[src/sv/cqm_pkg.sv]
`default_nettype none

package cqm_pkg;

    localparam int CQM_MAX_CORNERS = 16;
    localparam int BOX_W = 32;
    localparam int OUT_W = 120;

    localparam logic [19:0] SNAP_CAP = 20'd640000;

    localparam logic [12:0] RATIO_RESET = 13'd339;
    localparam logic [15:0] ANGLE_RESET = 16'd179;
    localparam logic [19:0] DIST_RESET  = 20'd225;

    // Configuration register indexes.
    localparam logic [1:0] CFG_RATIO = 2'd0;
    localparam logic [1:0] CFG_ANGLE = 2'd1;
    localparam logic [1:0] CFG_DIST  = 2'd2;

    // Corner classes.
    localparam logic [1:0] CLS_TL = 2'd0;
    localparam logic [1:0] CLS_TR = 2'd1;
    localparam logic [1:0] CLS_BR = 2'd2;
    localparam logic [1:0] CLS_BL = 2'd3;

    // Datapath operations.
    localparam logic [4:0] OP_IDLE      = 5'd0;
    localparam logic [4:0] OP_CAP_F     = 5'd1;
    localparam logic [4:0] OP_CAP_M     = 5'd2;
    localparam logic [4:0] OP_CAP_L     = 5'd3;
    localparam logic [4:0] OP_DIFF      = 5'd4;
    localparam logic [4:0] OP_L1        = 5'd5;
    localparam logic [4:0] OP_L2        = 5'd6;
    localparam logic [4:0] OP_DOT       = 5'd7;
    localparam logic [4:0] OP_RPROD     = 5'd8;
    localparam logic [4:0] OP_UD2       = 5'd9;
    localparam logic [4:0] OP_L12       = 5'd10;
    localparam logic [4:0] OP_APROD     = 5'd11;
    localparam logic [4:0] OP_SNAP_INIT = 5'd12;
    localparam logic [4:0] OP_SNAP_D    = 5'd13;
    localparam logic [4:0] OP_SNAP_CMP  = 5'd14;
    localparam logic [4:0] OP_QUAD_D    = 5'd15;
    localparam logic [4:0] OP_AREA      = 5'd16;
    localparam logic [4:0] OP_UPDATE    = 5'd17;

    typedef struct packed {
        logic [4:0] op;
        logic [1:0] pass;
        logic       wr_en;
        logic       rd_en;
        logic       drop;
        logic       emit;
    } cqm_cmd_t;

    typedef struct packed {
        logic link_fm;
        logic link_ml;
        logic geo_ok;
        logic out_free;
    } cqm_stat_t;

    // Halves a doubled coordinate, rounding a half to the even integer.
    function automatic logic signed [12:0] half_even(input logic [13:0] s);
        logic signed [12:0] fl;
        fl = s[13:1];
        if (s[0] && fl[0])
        begin
            fl = fl + 13'sd1;
        end
        return fl;
    endfunction

    function automatic logic signed [12:0] center_x(input logic [BOX_W-1:0] b);
        return half_even(14'({b[9:0], 1'b0}) + 14'(b[25:20]));
    endfunction

    function automatic logic signed [12:0] center_y(input logic [BOX_W-1:0] b);
        return half_even(14'({b[19:10], 1'b0}) + 14'(b[31:26]));
    endfunction

    // Adjacency of box a (class c) and box b (class c+1).
    function automatic logic linked(input logic [1:0] c, input logic [BOX_W-1:0] a,
                                    input logic [BOX_W-1:0] b);
        logic [10:0] ax, ay, ax2, ay2, cx, cy, cx2, cy2;
        logic        r;
        ax  = 11'(a[9:0]);
        ay  = 11'(a[19:10]);
        ax2 = ax + 11'(a[25:20]);
        ay2 = ay + 11'(a[31:26]);
        cx  = 11'(b[9:0]);
        cy  = 11'(b[19:10]);
        cx2 = cx + 11'(b[25:20]);
        cy2 = cy + 11'(b[31:26]);
        case (c)
            CLS_TL:  r = (ax2 < cx) && (ay2 > cy) && (ay < cy2);
            CLS_TR:  r = (ay2 < cy) && (ax < cx2) && (ax2 > cx);
            CLS_BR:  r = (ax > cx2) && (ay < cy2) && (ay2 > cy);
            default: r = (cy2 < ay) && (cx < ax2) && (cx2 > ax);
        endcase
        return r;
    endfunction

    function automatic logic [11:0] sat12(input logic signed [12:0] v);
        logic [11:0] r;
        if (v < -13'sd1024)
        begin
            r = 12'h400;
        end
        else if (v > 13'sd2047)
        begin
            r = 12'h7FF;
        end
        else
        begin
            r = v[11:0];
        end
        return r;
    endfunction

endpackage

`default_nettype wire

[src/sv/cqm_ctrl.sv]
`default_nettype none

module cqm_ctrl
    import cqm_pkg::*;
#(
    parameter int MAX_CORNERS = CQM_MAX_CORNERS,
    parameter int AW = $clog2(4 * MAX_CORNERS)
) (
    input  wire logic          clk,
    input  wire logic          rst_n,
    input  wire logic          s_tvalid,
    output logic               s_tready,
    input  wire logic [2:0]    s_tuser,
    input  wire logic          s_tlast,
    input  wire cqm_stat_t     stat,
    output cqm_cmd_t           cmd,
    output logic [AW-1:0]      wr_addr,
    output logic [AW-1:0]      rd_addr
);

    localparam int CW = $clog2(MAX_CORNERS + 1);

    localparam logic [4:0] S_LOAD     = 5'd0;
    localparam logic [4:0] S_I        = 5'd1;
    localparam logic [4:0] S_I_CAP    = 5'd2;
    localparam logic [4:0] S_J        = 5'd3;
    localparam logic [4:0] S_J_CAP    = 5'd4;
    localparam logic [4:0] S_K        = 5'd5;
    localparam logic [4:0] S_K_CAP    = 5'd6;
    localparam logic [4:0] S_DIFF     = 5'd7;
    localparam logic [4:0] S_L1       = 5'd8;
    localparam logic [4:0] S_L2       = 5'd9;
    localparam logic [4:0] S_DOT      = 5'd10;
    localparam logic [4:0] S_RPROD    = 5'd11;
    localparam logic [4:0] S_UD2      = 5'd12;
    localparam logic [4:0] S_L12      = 5'd13;
    localparam logic [4:0] S_APROD    = 5'd14;
    localparam logic [4:0] S_TEST     = 5'd15;
    localparam logic [4:0] S_SNAP     = 5'd16;
    localparam logic [4:0] S_SNAP_CAP = 5'd17;
    localparam logic [4:0] S_SNAP_CMP = 5'd18;
    localparam logic [4:0] S_QUAD     = 5'd19;
    localparam logic [4:0] S_AREA     = 5'd20;
    localparam logic [4:0] S_UPDATE   = 5'd21;
    localparam logic [4:0] S_EMIT     = 5'd22;

    localparam logic [CW-1:0] CNT_MAX = CW'(MAX_CORNERS);

    logic [4:0]    state_reg, state_next;
    logic [1:0]    p_reg, p_next;
    logic [CW-1:0] i_reg, i_next, j_reg, j_next, k_reg, k_next, n_reg, n_next;
    logic [CW-1:0] cnt_reg [4];
    logic [CW-1:0] cnt_next [4];
    logic [1:0]    cf, cm, cl, cq, in_cls;

    function automatic logic [AW-1:0] addr_of(input logic [1:0] c, input logic [CW-1:0] idx);
        return AW'(c) * AW'(MAX_CORNERS) + AW'(idx);
    endfunction

    assign cf = p_reg;
    assign cm = p_reg + 2'd1;
    assign cl = p_reg + 2'd2;
    assign cq = p_reg + 2'd3;
    assign in_cls = s_tuser[1:0];

    assign s_tready = (state_reg == S_LOAD);
    assign wr_addr  = addr_of(in_cls, cnt_reg[in_cls]);

    always_comb
    begin
        state_next = state_reg;
        p_next     = p_reg;
        i_next     = i_reg;
        j_next     = j_reg;
        k_next     = k_reg;
        n_next     = n_reg;
        for (int c = 0; c < 4; c++)
        begin
            cnt_next[c] = cnt_reg[c];
        end
        cmd        = '0;
        cmd.op     = OP_IDLE;
        cmd.pass   = p_reg;
        rd_addr    = addr_of(cf, i_reg);

        case (state_reg)
            S_LOAD:
            begin
                if (s_tvalid)
                begin
                    if (s_tuser[2])
                    begin
                        if (cnt_reg[in_cls] < CNT_MAX)
                        begin
                            cmd.wr_en        = 1'b1;
                            cnt_next[in_cls] = cnt_reg[in_cls] + 1'b1;
                        end
                        else
                        begin
                            cmd.drop = 1'b1;
                        end
                    end
                    if (s_tlast)
                    begin
                        p_next     = 2'd0;
                        i_next     = '0;
                        state_next = S_I;
                    end
                end
            end
            S_I:
            begin
                if (i_reg < cnt_reg[cf])
                begin
                    cmd.rd_en  = 1'b1;
                    state_next = S_I_CAP;
                end
                else if (p_reg == 2'd3)
                begin
                    state_next = S_EMIT;
                end
                else
                begin
                    p_next = p_reg + 2'd1;
                    i_next = '0;
                end
            end
            S_I_CAP:
            begin
                cmd.op     = OP_CAP_F;
                j_next     = '0;
                state_next = S_J;
            end
            S_J:
            begin
                rd_addr = addr_of(cm, j_reg);
                if (j_reg < cnt_reg[cm])
                begin
                    cmd.rd_en  = 1'b1;
                    state_next = S_J_CAP;
                end
                else
                begin
                    i_next     = i_reg + 1'b1;
                    state_next = S_I;
                end
            end
            S_J_CAP:
            begin
                cmd.op = OP_CAP_M;
                if (stat.link_fm)
                begin
                    k_next     = '0;
                    state_next = S_K;
                end
                else
                begin
                    j_next     = j_reg + 1'b1;
                    state_next = S_J;
                end
            end
            S_K:
            begin
                rd_addr = addr_of(cl, k_reg);
                if (k_reg < cnt_reg[cl])
                begin
                    cmd.rd_en  = 1'b1;
                    state_next = S_K_CAP;
                end
                else
                begin
                    j_next     = j_reg + 1'b1;
                    state_next = S_J;
                end
            end
            S_K_CAP:
            begin
                cmd.op = OP_CAP_L;
                if (stat.link_ml)
                begin
                    state_next = S_DIFF;
                end
                else
                begin
                    k_next     = k_reg + 1'b1;
                    state_next = S_K;
                end
            end
            S_DIFF:
            begin
                cmd.op     = OP_DIFF;
                state_next = S_L1;
            end
            S_L1:
            begin
                cmd.op     = OP_L1;
                state_next = S_L2;
            end
            S_L2:
            begin
                cmd.op     = OP_L2;
                state_next = S_DOT;
            end
            S_DOT:
            begin
                cmd.op     = OP_DOT;
                state_next = S_RPROD;
            end
            S_RPROD:
            begin
                cmd.op     = OP_RPROD;
                state_next = S_UD2;
            end
            S_UD2:
            begin
                cmd.op     = OP_UD2;
                state_next = S_L12;
            end
            S_L12:
            begin
                cmd.op     = OP_L12;
                state_next = S_APROD;
            end
            S_APROD:
            begin
                cmd.op     = OP_APROD;
                state_next = S_TEST;
            end
            S_TEST:
            begin
                if (stat.geo_ok)
                begin
                    cmd.op     = OP_SNAP_INIT;
                    n_next     = '0;
                    state_next = S_SNAP;
                end
                else
                begin
                    k_next     = k_reg + 1'b1;
                    state_next = S_K;
                end
            end
            S_SNAP:
            begin
                rd_addr = addr_of(cq, n_reg);
                if (n_reg < cnt_reg[cq])
                begin
                    cmd.rd_en  = 1'b1;
                    state_next = S_SNAP_CAP;
                end
                else
                begin
                    state_next = S_QUAD;
                end
            end
            S_SNAP_CAP:
            begin
                cmd.op     = OP_SNAP_D;
                state_next = S_SNAP_CMP;
            end
            S_SNAP_CMP:
            begin
                cmd.op     = OP_SNAP_CMP;
                n_next     = n_reg + 1'b1;
                state_next = S_SNAP;
            end
            S_QUAD:
            begin
                cmd.op     = OP_QUAD_D;
                state_next = S_AREA;
            end
            S_AREA:
            begin
                cmd.op     = OP_AREA;
                state_next = S_UPDATE;
            end
            S_UPDATE:
            begin
                cmd.op     = OP_UPDATE;
                k_next     = k_reg + 1'b1;
                state_next = S_K;
            end
            S_EMIT:
            begin
                if (stat.out_free)
                begin
                    cmd.emit = 1'b1;
                    for (int c = 0; c < 4; c++)
                    begin
                        cnt_next[c] = '0;
                    end
                    state_next = S_LOAD;
                end
            end
            default:
            begin
                state_next = S_LOAD;
            end
        endcase
    end

    always_ff @(posedge clk or negedge rst_n)
    begin
        if (!rst_n)
        begin
            state_reg <= S_LOAD;
            p_reg     <= '0;
            i_reg     <= '0;
            j_reg     <= '0;
            k_reg     <= '0;
            n_reg     <= '0;
            for (int c = 0; c < 4; c++)
            begin
                cnt_reg[c] <= '0;
            end
        end
        else
        begin
            state_reg <= state_next;
            p_reg     <= p_next;
            i_reg     <= i_next;
            j_reg     <= j_next;
            k_reg     <= k_next;
            n_reg     <= n_next;
            for (int c = 0; c < 4; c++)
            begin
                cnt_reg[c] <= cnt_next[c];
            end
        end
    end

    a_cnt_bound: assert property (@(posedge clk) disable iff (!rst_n)
        cnt_reg[0] <= CNT_MAX && cnt_reg[1] <= CNT_MAX &&
        cnt_reg[2] <= CNT_MAX && cnt_reg[3] <= CNT_MAX)
        else $error("class count above store depth");

    a_emit_clears: assert property (@(posedge clk) disable iff (!rst_n)
        cmd.emit |=> (cnt_reg[0] == '0 && cnt_reg[1] == '0 &&
                      cnt_reg[2] == '0 && cnt_reg[3] == '0 && state_reg == S_LOAD))
        else $error("counts not cleared after result");

    a_port_excl: assert property (@(posedge clk) disable iff (!rst_n)
        !(cmd.wr_en && cmd.rd_en))
        else $error("store written and read in one cycle");

endmodule

`default_nettype wire

[config.mk]
export PLATFORM = sky130hd
export DESIGN_NAME = cqm_ctrl
export DESIGN_NICKNAME = d
export VERILOG_FILES = /design/src/sv/cqm_pkg.sv /design/src/sv/cqm_ctrl.sv
export SDC_FILE = /design/constraint.sdc
export NUM_CORES = 1
export LEC_CHECK = 0
export BUFFER_PORTS_ARGS = -buffer_cell sky130_fd_sc_hd__buf_2
export CORE_MARGIN = 5
export CORE_UTILIZATION = 46
export CTS_CLUSTER_SIZE = 30
export DETAILED_ROUTE_END_ITERATION = 8
export GPL_TIMING_DRIVEN = 0
export PLACE_DENSITY = 0.64
export SLEW_MARGIN = 20
export SYNTH_ARGS = -nofsm -noshare
export SYNTH_HDL_FRONTEND = slang
export SYNTH_SLANG_ARGS = --single-unit
[constraint.sdc]
create_clock -name clk -period 3.99 [get_ports clk]
set_input_delay 0.798 -clock clk [delete_from_list [all_inputs] [get_ports clk]]
set_output_delay 0.798 -clock clk [all_outputs]
set_load 0.01 [all_outputs]
Word level (Yosys, flattened, before mapping)
Cells that the tools add are included.

storage, ports and cells
  register bits = 47
  logic and storage cells = 165
  input port bits = 11

operators by class
  equal/unequal tests = 38
  add/subtract/negate cells = 13
  order comparisons = 11
  bitwise gates (word level) = 5
  reduce and logical (&&, ||, !) cells = 15
  mux-type cells = 73

operators by type and width
  cell                                                                   count
  5-bit two-way mux                                                      28
  5-bit one-hot mux with 23 select lines                                 1
  5-bit one-hot mux with 17 select lines                                 1
  20-bit two-way mux                                                     4
  5-bit binary-select mux with 2-bit select                              5
  5-bit by 4-bit equality test with 1-bit output, second input constant  8
  20-bit one-hot mux with 2 select lines                                 1
  5-bit equality test, second input constant                             7
  6-bit by 5-bit adder with 6-bit output                                 5
  5-bit one-hot mux with 3 select lines                                  2
  5-bit by 1-bit adder with 5-bit output, second input constant          5
  2-bit != test, second input constant                                   11
  20-bit bitwise mux                                                     1
  5-bit by 3-bit equality test with 1-bit output, second input constant  4
  5-bit less-than comparator                                             4
  5-bit one-hot mux with 4 select lines                                  1
  6-bit one-hot mux with 3 select lines                                  1
  3-bit >= comparator, second input constant                             5
  2-bit NOT with 3-bit output                                            5
  1-bit two-way mux                                                      14
  2-bit two-way mux                                                      6
  5-bit demux with 2-bit select                                          1
  5-bit by 2-bit equality test with 1-bit output, second input constant  2
  5-bit one-hot mux with 2 select lines                                  1
  22 further kinds                                                       32

Depth between registers and ports, before layout
  word-level depth = 10
  depth in mapped cells = 11
  mapped depth without buffers = 9

Worst setup path before layout
Ideal clock, no wire load.

  path type = flip-flop to output port
  start point = reg p_reg[0], in the netlist cf[0]
  end point = out cmd[2] (netlist name)
  setup slack = 24 ps
  path buffers = 3
  required time = 3192 ps
  cell stages (with the launch flop) = 11
  arrival time = 3168 ps
  cells stage by stage = dfrtp_1 buf_6 buf_2 clkbuf_1 mux4_2 inv_1 ha_1 a21oi_1 o21ai_0 a311oi_1 or4_1

RTL lines
  what                    RTL line         text
  from (decl)             cqm_ctrl.sv:50   logic [1:0] p_reg, p_next;
  from (signal assigned)  cqm_ctrl.sv:320  p_reg <= p_next;
  to (decl)               cqm_ctrl.sv:16   output cqm_cmd_t cmd,

==> impl_metrics.yaml <==
global_routing:
  grt_pass1_vias: 3527
  grt_pass1_wl_um: 18000
  grt_max_degree: 48
  overflow: 0
  antenna_found_initial: 0
  grtUsageTotal: 0.218
timing:
  min_period_over_period: 0.969
  worst_pin_slew_ns: 0.927
  drv_slew: 0
  fin_setup_tns_ns: 0
  slew_headroom: 0.382
  fmaxAchievable_mhz: 259
  fin_skew_ns: 0.00533
  rsz0062_at_grt: "no"
  setup_viol: 0
  fin_ws_ns: 0.124
  finalHoldViolCount: 0
  period_minus_slack_ns: 3.87
setup_path:
  crit_arrival_ns: 3.07
  crit_chain: "ha_4 -> buf_12 -> mux4_2 -> inv_2 -> ha_4 -> nand4_1 -> a221oi_4 -> nor3_4 -> or4_1 -> buf_2"
  required_ns: 3.19
  cpMaxStageDelayCell: "mux4_2"
  crit_family: "simple AND/OR/NAND/NOR gates"
  path_common_cell: "ha_4"
  crit_path_end_kind: "output port"
  worstSetupPathType: "flop to output port"
  path_max_fanout: 10
  crit_buf_inv: 3
  max_stage_delay_ns: 0.54
  crit_path_start_kind: "flop"
synth:
  syn_inst: 439
  synth_edf_count: 0
  syn_area_um2: 3980
  synth_top_flop_cell: "dfrtp_1"
  synth_nets: 477
  ys_seq_elements: 47
  yosysSeqAreaShare: 0.295
  avgSynthCellArea_um2: 9.07
  synth_cell_types: 59
  synth_top_area_share: 0.295
  synthArstFlopShare: 1.00
  synth.largest_area_cell: "dfrtp_1"
  synthTopCellsByArea: "dfrtp_1, mux4_2, ha_1"
  ys_warn_count: 0
final_layout:
  num-fill-cells: 826
  diodes: 0
  layout.nets: 520
  syn_to_final_growth_pct: 12.0
  drive_above_1_share: 0.185
  finalInstanceArea_um2: 4460
  final_common_cell: "dfrtp_1"
  stdcell_count: 589
  final_cell_mix: "dfrtp_1, nand2_1, o21ai_0"
  largest_register_ffs: 20
job:
  cap_violations: 0
placement:
  dp.cells: 580
  dp_hpwl_um: 8660
  dpl_worst_slack_ns: -0.809
  post_dp_cell_area_um2: 4280
  portBuffers: 33
  place.gp.congestion: 0.904
route:
  viasPerCell: 6.28
  vias: 3700
  drc: 0
  firstDrtPassIters: 5
  wl_per_cell_um: 18.8
  postRouteAntennaNets: 0
  routed_wl_um: 11100
  drt-initial-drc-count: 236
floorplanning:
  core.rowCount: 34
  dieArea_um2: 10600
  ios: 35
  die_h_um: 103
  fp.dieW_um: 103
  core_area_um2: 8590
  start_util: 0.464
cts:
  numCtsBuffers: 5
  ctsHtreeMaxLevel: 2
  clock-sinks: 47
  cts_buffer_depth: 2
  ctsHoldBuffers: 0
  clock_latency_ns: 0.30
  path_clk_slew_ns: 0.09
  cts_tree: "done"
  cts_root_buf: "clkbuf_8"
status:
  status: "finished, final reports clean"
power:
  p_per_area_nw_per_um2: 694
  vdd_drop_max_v: 0.000295
  p_leak_nw: 1.91
  power.total_mw: 3.10
min_path:
  hold_class: "primary input to async pin"
==> per-layer routing <==
metal / part of all wire / up-vias / track usage
met1: 0.44 / 1808 / 0.306
met2: 0.48 / 128 / 0.358
met5: 0 / - / 0
met4: 0.020 / 0 / 0.0528
li1: - / 1743 / -
met3: 0.061 / 21 / 0.0298
==> timing repair <==
action	in CTS	in global routing
gates resized for setup	14	3
setup buffers	4	2
endpoints found under the setup margin	7	1
pin swaps	4	3
==> cells in the mapped netlist (all sizes together) (5+ instances only) <==
cell type,number
nor2,30
a222oi,5
inv,29
o21ai,39
mux2i,9
nand2,39
nand3,31
clkbuf,12
a211oi,5
nand2b,6
mux4,22
buf,10
nand4,13
a21oi,15
nor3,10
mux2,6
o31ai,5
nor2b,10
ha,27
dfrtp,47
o22ai,5
==> final timing paths <==
check                                          start                        to  slack, ns  depth (start not counted)
worst max-delay path               cf[0]$_DFFE_PN0P_                    cmd[2]       0.12                         10
worst min-delay path                           rst_n  state_reg[2]$_DFFE_PN0P_       0.51                          1
worst max register to register     cf[0]$_DFFE_PN0P_      i_reg[0]$_DFFE_PN0P_       0.73                         11
worst min register to register  n_reg[3]$_DFFE_PN0P_      n_reg[3]$_DFFE_PN0P_       0.58                          1
max in group asynchronous                      rst_n         cf[0]$_DFFE_PN0P_       3.01                          1
min in group clk                n_reg[3]$_DFFE_PN0P_      n_reg[3]$_DFFE_PN0P_       0.58                          1
==> where the power goes <==
group | internal, mW | total, mW | switching [mW]
registers | 0.599 | 0.781 | 0.183
clock network | 0.117 | 0.282 | 0.165
logic | 0.852 | 2.03 | 1.18
total | 1.57 | 3.10 | 1.53
==> cell families after synthesis <==
logic type	count (synthesis)	synth area share
AND/OR/NAND/NOR	163	0.212
AO/OA/AOI/OAI	105	0.174
buffers and inverters	52	0.0521
flip-flops	47	0.295
multiplexers	37	0.165
adder cells (fa/ha/maj)	27	0.0848
XOR/XNOR	8	0.0176
==> final cells by class <==
| cell class | instances | area [µm²] | area share |
|---|---|---|---|
| Timing Repair Buffer | 39 | 213 | 0.0477 |
| Inverter | 30 | 113 | 0.0252 |
| Sequential cell | 47 | 1180 | 0.264 |
| Clock inverter | 1 | 7.51 | 0.00168 |
| Multi-Input combinational cell | 340 | 2650 | 0.593 |
| Clock buffer | 5 | 68.8 | 0.0154 |
| Tap cell | 108 | 135 | 0.0303 |
| Buffer | 19 | 98.8 | 0.0221 |
==> metrics by stage <==
step,hold WS [ns],util
2_1_floorplan,0.477,-
3_3_place_gp,0.542,0.499
3_5_place_dp,0.549,0.499
4_1_cts,0.567,0.518
5_1_grt,0.547,0.519
6_report,0.507,0.519
(Power assumes the default switching activity.)
